[config.mk]
export PLATFORM = sky130hd
export DESIGN_NAME = kda_merge
export DESIGN_NICKNAME = d
export VERILOG_FILES = /design/src/rtl/kda_pkg.sv /design/src/rtl/kda_merge.sv
export SDC_FILE = /design/constraint.sdc
export NUM_CORES = 1
export LEC_CHECK = 0
export BUFFER_PORTS_ARGS = -buffer_cell sky130_fd_sc_hd__buf_4
export CORE_AREA = 2 2 232 234
export DETAILED_ROUTE_END_ITERATION = 10
export DIE_AREA = 0 0 234 236
export REMOVE_ABC_BUFFERS = 1
export SLEW_MARGIN = 20
export SYNTH_ARGS = -nofsm -noshare
export SYNTH_HDL_FRONTEND = slang
export SYNTH_SLANG_ARGS = --single-unit
[constraint.sdc]
create_clock -name clk -period 1.5 [get_ports clk]
set_input_delay 0.45 -clock clk [delete_from_list [all_inputs] [get_ports clk]]
set_output_delay 0.45 -clock clk [all_outputs]
set_load 0.1 [all_outputs]
[src/rtl/kda_pkg.sv]
// Shared types, codes and reset values for the key debounce and auto-repeat block.
package kda_pkg;

	localparam int KDA_NUM_KEYS    = 32;
	localparam int KDA_COUNT_WIDTH = 16;
	localparam int CMP_WIDTH       = 33;
	localparam int TICKS_WIDTH     = 16;
	localparam int MASK_WIDTH      = 32;
	localparam int TIME_WIDTH      = 16;

	localparam logic [TICKS_WIDTH-1:0] DEBOUNCE_RESET   = 16'd20;
	localparam logic [TICKS_WIDTH-1:0] LONG_PRESS_RESET = 16'd500;
	localparam logic [TICKS_WIDTH-1:0] REPEAT_RESET     = 16'd150;

	typedef enum logic [1:0] {
		CMD_TICK = 2'd0,
		CMD_POLL = 2'd1,
		CMD_READ = 2'd2,
		CMD_ZERO = 2'd3
	} kda_cmd_e;

	typedef enum logic [2:0] {
		REG_LOCK_MASK     = 3'd0,
		REG_PRESS_RELEASE = 3'd1,
		REG_LONG_PRESS    = 3'd2,
		REG_DEBOUNCE      = 3'd3,
		REG_LONG_TICKS    = 3'd4,
		REG_REPEAT        = 3'd5
	} kda_reg_e;

	typedef struct packed {
		logic [TICKS_WIDTH-1:0] debounce_ticks;
		logic [TICKS_WIDTH-1:0] long_press_ticks;
		logic [TICKS_WIDTH-1:0] repeat_ticks;
	} kda_thr_t;

	typedef struct packed {
		logic tick;
		logic poll;
		logic zero;
		logic sel;
		logic held;
		logic is_lock;
		logic is_pr;
		logic is_lp;
	} kda_lane_ctl_t;

endpackage

[src/rtl/kda_merge.sv]
// Merging stage: pick the addressed lane's flag or counter and hold the result item.
module kda_merge
	import kda_pkg::*;
#(
	parameter int NUM_KEYS    = KDA_NUM_KEYS,
	parameter int COUNT_WIDTH = KDA_COUNT_WIDTH
) (
	input  logic                   clk,
	input  logic                   arst_n,
	input  logic                   accept,
	input  kda_cmd_e               cmd,
	input  logic [NUM_KEYS-1:0]    sel,
	input  logic [NUM_KEYS-1:0]    flags,
	input  logic [COUNT_WIDTH-1:0] counts [NUM_KEYS],
	input  logic                   out_ready,
	output logic                   out_valid,
	output logic                   pressed,
	output logic [TIME_WIDTH-1:0]  press_time
);

	logic                  out_valid_q;
	logic                  pressed_q;
	logic [TIME_WIDTH-1:0] press_time_q;
	logic                  hit_flag;
	logic [CMP_WIDTH-1:0]  hit_count;

	always_comb begin
		hit_flag  = |(sel & flags);
		hit_count = '0;
		for (int k = 0; k < NUM_KEYS; k++) begin
			if (sel[k]) begin
				hit_count = hit_count | CMP_WIDTH'(counts[k]);
			end
		end
	end

	always_ff @(posedge clk or negedge arst_n) begin
		if (!arst_n) begin
			out_valid_q <= 1'b0;
		end else if (accept) begin
			out_valid_q <= 1'b1;
		end else if (out_ready) begin
			out_valid_q <= 1'b0;
		end
	end

	always_ff @(posedge clk) begin
		if (accept) begin
			pressed_q    <= (cmd == CMD_POLL) ? hit_flag : 1'b0;
			press_time_q <= (cmd == CMD_READ) ? hit_count[TIME_WIDTH-1:0] : '0;
		end
	end

	assign out_valid  = out_valid_q;
	assign pressed    = pressed_q;
	assign press_time = press_time_q;

endmodule

==> summary.txt <==
Outcome
  • Status: complete, but fails checks
  • Failing checks: negative setup slack

Layout
  • Synth-to-layout area growth: 188%
  • Util after Layout: 20.6%
  • Layout cell share with drive strength beyond 1: approximately three quarters
  • Final Non-Filler Cells: 1825
  • Register area: 536 um2
  • Commonest cells after routing, fill and taps aside: buf_4, a22oi_1, a22oi_2
  • Most common cell after layout, fill and taps aside: buf_4
  • Multi-input gate area: 3270 um2
  • Layout Nets: 1707
  • Fillers: 5840

Hold path
  • Worst hold path class: primary input to register
  • Hold Path Origin: out_ready

STA
  • Final setup violation count: 13
  • Final setup margin: -186 ps
  • Final Cycle Share: 112%
  • Highest clock rate: around 0.59 GHz
  • Setup TNS Final: -792 ps
  • Tmin final: 1690 ps
  • Layout Skew: 0 ps
  • Count of final hold-check violations: 0
  • RSZ-0062 raised after global routing: true
  • Worst slew pin tran: 414 ps
  • Final Max Tran Viols: 0
  • Slew margin rel.: 72.4%
  • Hold_ws: approximately 450 ps

Clock network
  • Clock Latency Late Sink: 270 ps
  • Clock Tree Root: clkbuf_16
  • Clock-pin slew on the worst setup and hold paths: about 70 ps
  • Total clock buffers created by CTS: 3
  • CTS tree: done
  • Clock tree sinks: 18
  • H-Tree Depth: 1
  • Maximum clock path buffer count: 2

Die
  • Die X: 234 um
  • Core area: 53100 um2
  • Die Ht: 236 um
  • Std cell rows: 85
  • Die area: 55200 um2
  • Top Ports: 600
  • Starting Density: 7.15%

GRT
  • Largest net degree at the start of global routing: 19
  • Vias in the first global route: 8362
  • Initial antenna violation count: 9
  • GRT overflow: 0
  • First-pass GRT wire length: roughly 67000 um
  • Global Route Usage Sum: between 10% and 20%

Route
  • DR vias: 7977
  • DRT antenna net count: 0
  • Routed WL: between 50000 and 60000 um
  • Metal-1 WL: 21100 um
  • Wire per inst: approximately 29 um
  • Top Layer Used: met5
  • Post-route DRC: 0
  • Vias per cell: 4.37
  • DR pass1 iterations: 5
  • Routed length on met2: between 20000 and 30000 um
  • Met3 wire length: 4330 um
  • First-iteration detailed-routing DRC count: 516

Critical path
  • Crit Path Max Fanout: 8
  • Critical Path AT: 1710 ps
  • RR Startpoint: out_valid
  • Worst setup path category: primary input to register
  • Critical Path RT: 1530 ps
  • R2R setup slack: 840 ps
  • CP Launch Type: primary input
  • Critical Path Source: sel[16]
  • Crit path capture type: register

Yosys
  • Gate count after technology mapping: 461
  • Sequential fraction of the synthesis area: 14.1%
  • #FFs+latches synth: 18
  • Syn. warnings: 0
  • Syn avg cell area: roughly 8 um2
  • Yosys cell types: 19
  • Mapped cell area: about 3800 um2

Place
  • Setup WS pre-CTS: -766 ps
  • Placed Cells: 1794
  • Dpl hpwl: approximately 44000 um
  • Port Buffers: about 600
  • Placer Congestion: 0.936

Pwr
  • Pwr dens: 432 nW/um2
  • VDD IR max: 0.327 mV
  • Leak Pwr: 0.00488 uW

Flow run
  • Max Cap Viol: 0
## sequential cells by signal, indices dropped and copies added, names as in the netlist
| register | count |
|---|---|
| pressed | 1 |
| out_valid | 1 |
| press_time | 16 |
## power by group
group	switching [uW]	internal, uW	leakage (uW)
Combinational	1620	1800	0.00467
Sequential	19.0	593	0.000175
Clock	288	411	0.0000442
## path summary, 6_finish.rpt
kind,to,depth (start not counted)
worst min register to register,out_valid,1
worst max register to register,out_valid,1
worst min-delay path,out_valid,3
max in group asynchronous,out_valid,2
worst max-delay path,press_time[12],7
min in group asynchronous,out_valid,2
## per-layer routing
layer  up-vias  track usage, %
met5         -               0
met3        86            4.21
met1      3876            21.8
met2       615            31.4
li1       3394               -
met4         6            3.39
## critical path, stage by stage
cell and delay, ps:
buf_12 130, buf_12 150, a22oi_2 150, nand4_1 280
buf_4 270, nor4_4 200, nor2_1 80
## cell families after synthesis
kind of cell	share of synthesized area, %
compound gates	55.3
simple gates	16.0
buf+inv	14.6
flops	14.1
## cells in the mapped netlist
master / n / share of area [%]
buf_6: 27 / 8.0
clkbuf_1: 7 / 0.69
a21o_1: 1 / 0.20
nand2b_1: 1 / 0.16
edfxtp_1: 17 / 13
a22oi_2: 10 / 3.3
buf_4: 3 / 0.59
nor3b_1: 1 / 0.20
clkbuf_8: 1 / 0.36
nand4_1: 68 / 11
nor4_1: 17 / 2.8
nor2_1: 16 / 1.6
buf_12: 1 / 0.53
buf_1: 1 / 0.099
buf_8: 3 / 1.2
a22oi_1: 262 / 52
inv_1: 1 / 0.099
dfrtp_1: 1 / 0.66
buf_2: 23 / 3.0
## through the flow
step | area [um2] | power [uW]
3_5_place_dp | 9570 | 3650
5_1_grt | 10900 | 4970
4_1_cts | 10600 | 4700
2_1_floorplan | 3240 | 1360
3_3_place_gp | 9570 | 3630
6_report | 10900 | 4730
## area by class of cell
cell class	instances	area share [%]
Antenna cell	5	0.114
Clock buffer	4	0.812
Inverter	1	0.0343
Multi-Input combinational cell	376	29.9
Sequential cell	18	4.89
Tap cell	696	7.96
Timing Repair Buffer	725	56.3
## repair_timing
action / 4_1_cts / 5_1_grt
setup buffers: 21 / 5
pin swaps: 55 / 46
cloned: 0 / 0
hold buffers: 1 / 0
gates resized for setup: 181 / 56
endpoints found under the hold margin: 1 / 0
endpoints found under the setup margin: 18 / 18
No activity file was read; power rests on OpenSTA's default activity.
