--- src/rtl/kda_pkg.sv ---
// Shared types, codes and reset values for the key debounce and auto-repeat block.
package kda_pkg;

	localparam int KDA_NUM_KEYS    = 32;
	localparam int KDA_COUNT_WIDTH = 16;
	localparam int CMP_WIDTH       = 33;
	localparam int TICKS_WIDTH     = 16;
	localparam int MASK_WIDTH      = 32;
	localparam int TIME_WIDTH      = 16;

	localparam logic [TICKS_WIDTH-1:0] DEBOUNCE_RESET   = 16'd20;
	localparam logic [TICKS_WIDTH-1:0] LONG_PRESS_RESET = 16'd500;
	localparam logic [TICKS_WIDTH-1:0] REPEAT_RESET     = 16'd150;

	typedef enum logic [1:0] {
		CMD_TICK = 2'd0,
		CMD_POLL = 2'd1,
		CMD_READ = 2'd2,
		CMD_ZERO = 2'd3
	} kda_cmd_e;

	typedef enum logic [2:0] {
		REG_LOCK_MASK     = 3'd0,
		REG_PRESS_RELEASE = 3'd1,
		REG_LONG_PRESS    = 3'd2,
		REG_DEBOUNCE      = 3'd3,
		REG_LONG_TICKS    = 3'd4,
		REG_REPEAT        = 3'd5
	} kda_reg_e;

	typedef struct packed {
		logic [TICKS_WIDTH-1:0] debounce_ticks;
		logic [TICKS_WIDTH-1:0] long_press_ticks;
		logic [TICKS_WIDTH-1:0] repeat_ticks;
	} kda_thr_t;

	typedef struct packed {
		logic tick;
		logic poll;
		logic zero;
		logic sel;
		logic held;
		logic is_lock;
		logic is_pr;
		logic is_lp;
	} kda_lane_ctl_t;

endpackage

--- src/rtl/kda_lane.sv ---
// One key lane: hold counter and event flag with debounce, lock and auto-repeat update.
module kda_lane
	import kda_pkg::*;
#(
	parameter int COUNT_WIDTH = KDA_COUNT_WIDTH
) (
	input  logic                   clk,
	input  logic                   arst_n,
	input  logic                   upd,
	input  kda_lane_ctl_t          ctl,
	input  kda_thr_t               thr,
	output logic                   flag,
	output logic [COUNT_WIDTH-1:0] count
);

	localparam logic [COUNT_WIDTH-1:0] CNT_MAX = {COUNT_WIDTH{1'b1}};

	logic [COUNT_WIDTH-1:0] count_q;
	logic                   flag_q;
	logic [COUNT_WIDTH-1:0] count_d;
	logic                   flag_d;
	logic [CMP_WIDTH-1:0]   deb_x;
	logic [CMP_WIDTH-1:0]   long_x;
	logic [CMP_WIDTH-1:0]   rep_point;

	assign deb_x     = CMP_WIDTH'(thr.debounce_ticks);
	assign long_x    = CMP_WIDTH'(thr.long_press_ticks);
	assign rep_point = long_x + CMP_WIDTH'(thr.repeat_ticks);

	always_comb begin
		count_d = count_q;
		flag_d  = flag_q;
		if (ctl.tick) begin
			if (ctl.is_lock) begin
				flag_d = ctl.held;
			end
			if (ctl.is_pr) begin
				if (ctl.held) begin
					if (count_d != CNT_MAX) begin
						count_d = count_d + 1'b1;
						if (CMP_WIDTH'(count_d) == deb_x) begin
							flag_d = 1'b1;
						end
					end
				end else begin
					count_d = '0;
					flag_d  = 1'b0;
				end
			end
			if (ctl.is_lp) begin
				if (ctl.held) begin
					if (count_d != CNT_MAX) begin
						count_d = count_d + 1'b1;
						if (CMP_WIDTH'(count_d) == deb_x || CMP_WIDTH'(count_d) == long_x) begin
							flag_d = 1'b1;
						end else if (CMP_WIDTH'(count_d) == rep_point) begin
							count_d = COUNT_WIDTH'(long_x);
							flag_d  = 1'b1;
						end
					end
				end else begin
					count_d = '0;
					flag_d  = 1'b0;
				end
			end
		end else if (ctl.sel) begin
			if (ctl.poll && !ctl.is_lock) begin
				flag_d = 1'b0;
			end
			if (ctl.zero) begin
				count_d = '0;
			end
		end
	end

	always_ff @(posedge clk or negedge arst_n) begin
		if (!arst_n) begin
			count_q <= '0;
			flag_q  <= 1'b0;
		end else if (upd) begin
			count_q <= count_d;
			flag_q  <= flag_d;
		end
	end

	assign flag  = flag_q;
	assign count = count_q;

endmodule

--- config.mk ---
export PLATFORM = sky130hd
export DESIGN_NAME = kda_lane
export DESIGN_NICKNAME = d
export VERILOG_FILES = /design/src/rtl/kda_pkg.sv /design/src/rtl/kda_lane.sv
export SDC_FILE = /design/constraint.sdc
export NUM_CORES = 1
export LEC_CHECK = 0
export ABC_AREA = 1
export ABC_CLOCK_PERIOD_IN_PS = 5400
export BUFFER_PORTS_ARGS = -buffer_cell sky130_fd_sc_hd__buf_2
export CAP_MARGIN = 10
export CORE_ASPECT_RATIO = 0.6
export CORE_MARGIN = 3
export CORE_UTILIZATION = 29
export DETAILED_ROUTE_END_ITERATION = 8
export RECOVER_POWER = 25
export SLEW_MARGIN = 25
export SYNTH_ARGS = -nofsm -noshare
export SYNTH_HDL_FRONTEND = slang
export SYNTH_SLANG_ARGS = --single-unit
--- constraint.sdc ---
create_clock -name clk -period 5.4 [get_ports clk]
set_clock_uncertainty 0.2 [all_clocks]
set_input_delay 0.27 -clock clk [delete_from_list [all_inputs] [get_ports clk]]
set_output_delay 0.27 -clock clk [all_outputs]
set_load 0.02 [all_outputs]
==> results of run 1 <==
## registers in the layout, indices dropped and copies added, names as in the netlist
| signal | cells |
|---|---|
| count | 16 |
| flag | 1 |
## power breakdown
group	internal (mW)	switching, mW
Combinational	0.188	0.385
Clock	0.101	0.0606
Sequential	0.142	0.0267
## metrics by stage
stage | utilization, % | power, mW | setup WS, ns
detailed placement | 34.4 | 0.719 | -0.421
finish | 35.6 | 0.904 | 0.350
floorplan | - | 0.546 | 1.30
global placement | 34.4 | 0.720 | -0.730
global route | 35.6 | 0.979 | 0.0880
CTS | 35.1 | 0.885 | 0.0709
## kinds of logic after synthesis
group                      synth area share (%)
buffers and inverters                      10.2
xor gates and xnor gates                   6.41
DFF                                        9.43
adders and majority gates                  5.44
AOI/OAI and AO/OA                          12.7
and+or+nand+nor                            55.9
## repair_timing
item                       in CTS  in global routing
setup endpoints to repair      16                 17
resized for setup               2                  8
hold endpoints to repair       17                  0
cloned                          0                  2
hold buffers                    1                  0
buffers inserted                0                  1
pin swaps                       0                  4
## Yosys cell counts, types with 2 or more instances
cell type | instances | area share, %
a21oi_2 | 3 | 0.58
o21ai_1 | 26 | 2.9
nand2_2 | 16 | 2.2
buf_2 | 2 | 0.22
nand3_2 | 9 | 2.0
nor3b_1 | 2 | 0.33
nand3b_1 | 11 | 1.8
nand2_4 | 4 | 1.0
buf_6 | 3 | 0.75
nor2_1 | 88 | 7.3
inv_1 | 102 | 8.5
xor2_1 | 25 | 4.9
nand4_1 | 16 | 2.2
nor4_1 | 2 | 0.28
nor3_1 | 4 | 0.44
xnor2_1 | 8 | 1.6
clkbuf_1 | 4 | 0.33
nor2_2 | 9 | 1.2
nand2_1 | 272 | 23
a21oi_1 | 41 | 4.6
a21boi_0 | 2 | 0.33
o21ai_0 | 15 | 1.7
dfrtp_1 | 17 | 9.4
a211oi_1 | 8 | 1.3
nor2_8 | 4 | 1.8
nand3_4 | 2 | 0.78
nor2_4 | 2 | 0.50
inv_2 | 2 | 0.17
or2_2 | 2 | 0.28
ha_1 | 18 | 5.0
nand3_1 | 92 | 10
## routing by layer
metal  vias up  global-route usage, %  wire, um
met4         2                   1.52        44
met1      2610                   33.6      9600
li1       2845                      -         -
met5         -                   3.26        76
met2       308                   27.2      6390
met3         4                   6.51      2560
## critical path, stage by stage, from the launching register on
cell and delay, ns:
dfrtp_1 0.46, ha_1 0.25, nand2_1 0.11, nor2_4 0.17, nand4_4 0.22, nand2_4 0.18, nand2_1 0.08, nand3_2 0.15
inv_4 0.10, ha_1 0.38, xor2_2 0.24, a2111oi_4 0.41, nand3_1 0.12, nor2_1 0.18, nand3_1 0.10, nor2_1 0.22
nand2_1 0.10, nor2_1 0.16, nand3_1 0.15, nor2_4 0.31, nand3_4 0.26, nand2_1 0.12, o21ai_1 0.06, o21ai_1 0.11
o21ai_1 0.07
## cell type report
| type | count | share of cell area [%] |
|---|---|---|
| Inverter | 105 | 7.51 |
| Clock buffer | 4 | 1.49 |
| Timing Repair Buffer | 82 | 8.13 |
| Multi-Input combinational cell | 694 | 70.1 |
| Tap cell | 198 | 4.69 |
| Sequential cell | 17 | 8.08 |
## final timing paths
kind	endpoint	slack (ns)	cells after the start
setup / recovery	count[5]	0.35	24
hold / removal	count[0]	0.15	4
setup reg to reg	count[5]	0.35	24
hold reg to reg	flag	0.34	2
max in group asynchronous	count[0]	3.71	2
min in group asynchronous	flag	0.54	2
==> key figures, run 1 <==
Outcome
  • Status: completed

Route
  • Iter 0 DRT Violations: approximately 600
  • Final ANT Viol Nets: 0
  • Drt via density: 5.24
  • WL final: 18.7 mm
  • Vias: between 5,000 and 6,000
  • Router iterations before antenna repair: 5
  • DR WL/cell: 17.0 um
  • DR DRC count: 0

Cells and area
  • Final Non-Filler Cells: 1,100
  • ANT cells: 0
  • Nets: around 980
  • Multi-input gate area: 3700 um^2
  • Layout cells sized above 1: between 10% and 20%
  • Post-route cell area: 5280 um^2
  • Storage element area: around 430 um^2
  • Most common cell after layout, fill and taps aside: nand2_1
  • Most frequent cells in the layout: nand2_1, inv_1, nand3_1, nor2_1, buf_2
  • FILL cells: between 1,500 and 2,000
  • Area Growth Syn to Fin: 17.1%

Die
  • Total I/O pin count: 76
  • Die Wd: around 170 um
  • Core area: between 10,000 and 15,000 um^2
  • Initial Utilization: 30.4%
  • Die Area: 17,100 um^2
  • Row cnt: 34
  • Die Y: 103 um

Timing
  • RSZ-0062 raised after global routing: no
  • Final hold vios: 0
  • Slew margin rel.: approximately 25%
  • Final min period: 5.05 ns
  • Final Max Slew Viols: 0
  • Fin Hold WS: approximately 0.15 ns
  • Setup TNS Final: 0 ns
  • Max Clock Freq: 198 MHz
  • Final setup fails: 0
  • Fin crit share: a little over 90%
  • Worst slew pin tran: approximately 1.1 ns

Clocking
  • Worst skew pair latency: roughly 0.26 ns
  • CTS tree: yes
  • Htree depth: 1
  • Max clock buf depth: 2
  • Root buf cell: clkbuf_16
  • Clock Sink Count: 17
  • Clock-pin slew on the worst setup and hold paths: 0.06 ns
  • CTS Buf Count: 3

Synth
  • Synth Register Bits: 17
  • YS warnings: 0
  • Cells after Synth: between 800 and 900
  • Syn_nets: about 900
  • Post-synth ARST share: 100%
  • Share of the yosys chip area belonging to registers: approximately a tenth
  • Predominant post-synthesis flop cell: dfrtp_1
  • Mean Syn Cell Area: about 5.5 um^2
  • Area of the mapped netlist: approximately 4500 um^2
  • Yosys cell types: 44
  • Post-synth EDFFs: 0

GRT
  • Pin count of the biggest net entering global routing: 24
  • Gr ovfl total: 0
  • First-pass GRT wire length: 28.1 mm
  • Vias in the first global route: 5,069
  • Initial antenna violation count: 0
  • Global-route usage over all layers: between 20% and 30%

Worst hold path
  • Worst min path class: in -> reg
  • Min-delay src: ctl[0]

Worst setup path
  • Critical path arrival: 5.00 ns
  • Critical Path Fanout Max: 12
  • Startpoint types: register
  • Req. time, crit path: about 5.4 ns
  • Critical path launch point: count[1]
  • Worst r2r src: count[1]
  • Critical path capture point type: register
  • Crit path kind: reg -> reg

Pwr
  • Power Dens Cells: ~170 nW/um^2
  • Pleak: 2.88 nW
  • Maximum VDD drop: between 0.08 and 0.09 mV

Placement
  • Placed cell area: slightly above 5000 um^2
  • Final HPWL DP: ~16 mm
  • Placed cells: ~1,100
  • Port Buffers: 75
  • RePlAce Congestion: between 0.9 and 1

Flow run
  • Max-Cap Viols: 0
Note: power is estimated with default switching activity, not from simulation.
==> run 2, diff against run 1 <==
Settings changed: CTS_BUF_LIST from default to sky130_fd_sc_hd__clkbuf_8.
==> key figures, run 2 (synthesized netlist as in run 1, its figures left out) <==
Worst setup path
  • Critical Path Fanout Max: 12
  • Critical path's largest stage delay: 0.44 ns
  • Crit path kind: reg -> reg
  • Cell family with most CP delay: simple AND/OR/NAND/NOR gates
  • Critical path capture point type: register
  • Req. time, crit path: between 5 and 6 ns
  • Most frequent CP cell: nand2_1
  • Buf+Inv Stages, Crit Path: 1
  • Cells along the critical path: ha_1 -> nand2_1 -> nor2_4 -> nand4_4 -> nand2_4 -> nand2_1 -> nand3_2 -> inv_4 -> ha_1 -> xor2_2 -> a2111oi_4 -> nand3_1 -> nor2_1 -> nand3_1 -> nor2_1 -> nand2_1 -> nor2_1 -> nand3_1 -> nor2_4 -> nand3_4 -> nand2_1 -> o21ai_1 -> o21ai_1 -> o21ai_1
  • Critical path arrival: approximately 5.0 ns
  • Startpoint types: register
  • CP max-delay cell: dfrtp_2

Timing
  • Setup TNS Final: 0 ns
  • RSZ-0062 raised after global routing: no
  • Final setup fails: 0
  • Worst slew pin tran: approximately 1.1 ns
  • Final hold vios: 0
  • Fin crit share: between 90% and 100%
  • Final min period: between 5 and 6 ns
  • Max Clock Freq: 199 MHz
  • Slew margin rel.: between 20% and 30%
  • Final Max Slew Viols: 0

Placement
  • Final HPWL DP: 15.7 mm
  • RePlAce Congestion: ~0.95
  • Port Buffers: between 70 and 80

Clocking
  • Clock Sink Count: 17
  • Max clock buf depth: 2
  • Worst skew pair latency: 0.27 ns
  • Post-CTS Setup Inserts: 0
  • CTS Buf Count: 3
  • CTS tree: yes
  • Root buf cell: clkbuf_8
  • Htree depth: 1
  • Clock-pin slew on the worst setup and hold paths: roughly 0.070 ns

Pwr
  • Power Dens Cells: around 160 nW/um^2
  • Maximum VDD drop: ~0.081 mV
  • Pleak: approximately 2.9 nW

Die
  • Total I/O pin count: 76
  • Row cnt: 34
  • Die Area: about 17,000 um^2
  • Initial Utilization: 30.4%
  • Core area: between 10,000 and 15,000 um^2
  • Die Y: approximately 100 um
  • Die Wd: around 170 um

Outcome
  • Status: completed

Cells and area
  • ANT cells: 0
  • Layout cells sized above 1: 15.9%
  • Finished Core Util: a little over a third
  • Area Growth Syn to Fin: 16.2%
  • Max reg flops: 16
  • Most common cell after layout, fill and taps aside: nand2_1
  • Nets: 980
  • Most frequent cells in the layout: nand2_1, inv_1, nand3_1, nor2_1, buf_2

GRT
  • GR Layer Usage met1: between 30 and 40%
  • Met3 GRT Util: under 10%
  • M2 GR Usage: between 20% and 30%
  • Pin count of the biggest net entering global routing: 24
  • First-pass GRT wire length: around 28 mm
  • Most Crowded Layer GR: met1
  • Initial antenna violation count: 0
  • Gr ovfl total: 0
  • Global-route usage over all layers: 21.0%
  • Vias in the first global route: about 5,000

Route
  • WL final: between 15 and 20 mm
  • Drt via density: about 5.3
  • DR WL/cell: 16.9 um
  • Router iterations before antenna repair: 5
  • Final ANT Viol Nets: 0
  • Iter 0 DRT Violations: 636
  • DR DRC count: 0
  • Vias: 5,799

Flow run
  • Max-Cap Viols: 0

Worst hold path
  • Worst min path class: in -> reg
-- run 2: cell types whose count changed in the layout (fill, tap and decap cells not counted), sizes merged --
cell,delta
buf,-1
inv,+1
clkbuf,-1
-- run 2: stage by stage --
stage / cell area [um^2] / total power [mW] / std cells / hold WS (ns) / worst slack [ns]
2_1_floorplan: 4510 / 0.546 / 824 / -0.226 / 1.30
6_report: 5240 / 0.844 / 1099 / 0.135 / 0.378
5_1_grt: 5240 / 0.925 / 1099 / 0.125 / 0.0313
3_3_place_gp: 5100 / 0.720 / 1092 / 0.0345 / -0.730
4_1_cts: 5170 / 0.829 / 1097 / 0.122 / 0.0683
3_5_place_dp: 5100 / 0.719 / 1092 / 0.0406 / -0.421
-- run 2: path summary, 6_finish.rpt --
kind | from | to | slack (ns) | cells after the start
setup / recovery | count[0] | count[5] | 0.38 | 24
hold reg to reg | flag | flag | 0.35 | 2
max in group asynchronous | arst_n | count[1] | 3.73 | 2
hold / removal | ctl[0] | count[0] | 0.14 | 4
setup reg to reg | count[0] | count[5] | 0.38 | 24
min in group asynchronous | arst_n | flag | 0.53 | 2
-- run 2: power breakdown --
part / internal [mW] / leakage [nW] / switching, mW
registers: 0.142 / 0.225 / 0.0262
clock network: 0.0509 / 0.0269 / 0.0524
logic: 0.188 / 2.61 / 0.384
total: 0.381 / 2.87 / 0.463
-- run 2: metal layers --
metal / wire length (um) / part of all wire, % / vias up
met4: 47 / 0.25 / 2
met5: 76 / 0.41 / -
met1: 9470 / 51 / 2650
li1: - / - / 2848
met3: 2610 / 14 / 6
met2: 6420 / 34 / 293
-- run 2: area by class of cell --
type | instances | area [um^2]
Clock buffer | 3 | 41.3
Clock inverter | 1 | 3.75
Fill cell | 1738 | 9610
Inverter | 105 | 397
Multi-Input combinational cell | 694 | 3700
Sequential cell | 17 | 428
Tap cell | 198 | 248
Timing Repair Buffer | 81 | 422
-- run 2: worst register-to-register path: stages (launching register included) --
cell and delay [ns]:
dfrtp_2 0.44, ha_1 0.23, nand2_1 0.11, nor2_4 0.22, nand4_4 0.24, nand2_4 0.18, nand2_1 0.08, nand3_2 0.15
inv_4 0.10, ha_1 0.38, xor2_2 0.24, a2111oi_4 0.41, nand3_1 0.12, nor2_1 0.16, nand3_1 0.09, nor2_1 0.22
nand2_1 0.10, nor2_1 0.15, nand3_1 0.14, nor2_4 0.31, nand3_4 0.26, nand2_1 0.12, o21ai_1 0.06, o21ai_1 0.12
o21ai_1 0.07
-- run 2: timing repair --
action | in CTS | in global routing
gates resized for setup | 2 | 9
cloned | 0 | 2
endpoints found under the hold margin | 17 | 0
setup endpoints to repair | 16 | 17
hold buffers | 1 | 0
pin swaps | 0 | 3
==> run 3, diff against run 2 <==
Settings changed: ABC_AREA 1 to default, CORE_MARGIN 3 to 2.
==> key figures, run 3 <==
Die
  • Row cnt: 38
  • Core area: about 18,000 um^2
  • Total I/O pin count: 76
  • Die Y: roughly 110 um
  • Initial Utilization: 29.4%
  • Die Wd: about 180 um
  • Die Area: about 19,000 um^2

Synth
  • Syn_nets: about 790
  • Share of the synthesized area in the top cell type: under 10%
  • Most instantiated cells after synthesis: nand2_1, xnor2_1, nor2_1
  • Largest area contributor in the netlist: xnor2_1
  • Cells after Synth: 710
  • Share of the yosys chip area belonging to registers: under 10%
  • Synth top area cells: xnor2_1, dfrtp_1, xor2_1
  • Post-synth EDFFs: 0
  • Mean Syn Cell Area: 7.45 um^2
  • Post-synth ARST share: between 90% and 100%
  • Area of the mapped netlist: between 5000 and 6000 um^2
  • YS warnings: 0
  • Synth Register Bits: 17
  • Most common cell in the netlist: nand2_1
  • Yosys cell types: 92
  • Predominant post-synthesis flop cell: dfrtp_1

Worst setup path
  • Buf+Inv Stages, Crit Path: 2
  • Crit path kind: reg -> reg
  • Most frequent CP cell: buf_4
  • CP max-delay cell: or4b_4
  • Critical path arrival: ~5.2 ns
  • Cell family with most CP delay: simple AND/OR/NAND/NOR gates
  • Cells along the critical path: ha_1 -> nand4_2 -> buf_4 -> a2111oi_1 -> buf_4 -> mux2i_1 -> o21ai_2 -> or3_1 -> xnor2_2 -> xnor2_1 -> or4b_4 -> nor4_4 -> nand2_4 -> nor4b_2 -> a221oi_2
  • Critical path's largest stage delay: about 0.51 ns
  • Critical Path Fanout Max: 9
  • Startpoint types: register
  • Critical path capture point type: register
  • Req. time, crit path: approximately 5.4 ns

Timing
  • RSZ-0062 raised after global routing: no
  • Fin Hold WS: approximately 0.12 ns
  • Final min period: around 5.2 ns
  • Worst slew pin tran: between 1 and 1.5 ns
  • Fin crit share: around 96%
  • Final Max Slew Viols: 0
  • Final setup fails: 0
  • Max Clock Freq: approximately 190 MHz
  • Final WS setup: a little under 0.2 ns
  • Slew margin rel.: roughly a fifth
  • Final hold vios: 0
  • Setup TNS Final: 0 ns

Clocking
  • CTS Buf Count: 3
  • Worst skew pair latency: approximately 0.29 ns
  • Post-CTS Setup Inserts: 0
  • Clock-pin slew on the worst setup and hold paths: 0.09 ns
  • Max clock buf depth: 2
  • CTS tree: yes
  • Root buf cell: clkbuf_8
  • Clock Sink Count: 17
  • Htree depth: 1

Placement
  • Placed cell area: roughly 6300 um^2
  • Port Buffers: 75
  • Final HPWL DP: ~22 mm
  • Pre-CTS setup slack: 0.322 ns
  • RePlAce Congestion: approximately 1

GRT
  • Initial antenna violation count: 0
  • First-pass GRT wire length: between 30 and 40 mm
  • Global-route usage over all layers: between 20% and 30%
  • Vias in the first global route: slightly below 6,000
  • Pin count of the biggest net entering global routing: 21
  • Gr ovfl total: 0

Cells and area
  • Max reg flops: 16
  • Layout cells sized above 1: a little under a quarter
  • Most frequent cells in the layout: buf_2, buf_4, nand2_1, xnor2_1, nor2_1
  • ANT cells: 0
  • Area Growth Syn to Fin: 19.7%
  • Finished Core Util: between 30% and 40%
  • Nets: slightly below 900
  • FILL cells: slightly below 2,000
  • Most common cell after layout, fill and taps aside: buf_2
  • Post-route cell area: roughly 6300 um^2

Route
  • Router iterations before antenna repair: 5
  • Vias: roughly 6,500
  • Drt via density: roughly 6.2
  • DR DRC count: 0
  • Final ANT Viol Nets: 0
  • Iter 0 DRT Violations: 1,036
  • WL final: between 20 and 30 mm
  • DR WL/cell: between 20 and 30 um

Pwr
  • Pleak: roughly 2.6 nW
  • Power Dens Cells: 147 nW/um^2
  • Maximum VDD drop: between 0.15 and 0.2 mV

Outcome
  • Status: completed

Worst hold path
  • Worst min path class: in -> reg

Flow run
  • Max-Cap Viols: 0
## run 3: stage by stage
stage	std cells	power [mW]
global placement	1046	0.800
detailed placement	1046	0.796
finish	1051	0.932
CTS	1051	0.910
floorplan	710	0.556
global route	1051	0.988
## run 3: worst reg2reg max path, cell delays in order, from the launching register on
cell,delay [ns]
dfrtp_1,0.36
ha_1,0.30
nand4_2,0.14
buf_4,0.20
a2111oi_1,0.44
buf_4,0.20
mux2i_1,0.44
o21ai_2,0.23
or3_1,0.51
xnor2_2,0.33
xnor2_1,0.21
or4b_4,0.51
nor4_4,0.46
nand2_4,0.21
nor4b_2,0.32
a221oi_2,0.06
## run 3: cell type report
cell class	count	area (um^2)	area share, %
Multi-Input combinational cell	638	4640	73.2
Tap cell	240	300	4.74
Sequential cell	17	427	6.74
Clock inverter	1	5.00	0.0791
Clock buffer	3	41.3	0.652
Inverter	12	45.0	0.711
Timing Repair Buffer	140	877	13.9
## run 3: cell families (layout without fill, tap and decap cells)
kind of cell	count (synthesis)	in the layout	synth area share (%)
flops	17	17	8.04
xor+xnor	90	90	17.4
simple gates	303	303	32.8
buf+inv	55	156	4.64
compound gates	205	205	28.3
fa+ha+maj	19	19	4.64
mux	21	21	4.19
## run 3: final timing paths
path	startpoint	end	slack, ns	depth (start not counted)
max	count[0]	count[14]	0.19	15
min	thr[20]	count[4]	0.12	3
max reg2reg	count[0]	count[14]	0.19	15
min reg2reg	flag	flag	0.35	2
max in group asynchronous	arst_n	count[12]	3.68	2
min in group asynchronous	arst_n	count[11]	0.53	2
## run 3: per-layer routing
layer	global-route usage [%]	share of wire, %	vias to the layer above
met4	0.929	0.40	0
li1	-	-	2955
met5	0	0	-
met2	33.8	35	442
met3	10.6	15	17
met1	44.9	49	3108
## run 3: report_power, final
group | internal [mW] | switching, mW
clock network | 0.0519 | 0.0626
registers | 0.139 | 0.0150
logic | 0.251 | 0.413
total | 0.441 | 0.491
## run 3: what timing repair did
item,CTS,global route
hold endpoints to repair,17,0
hold buffers,1,0
setup endpoints to repair,0,13
resized for setup,0,5
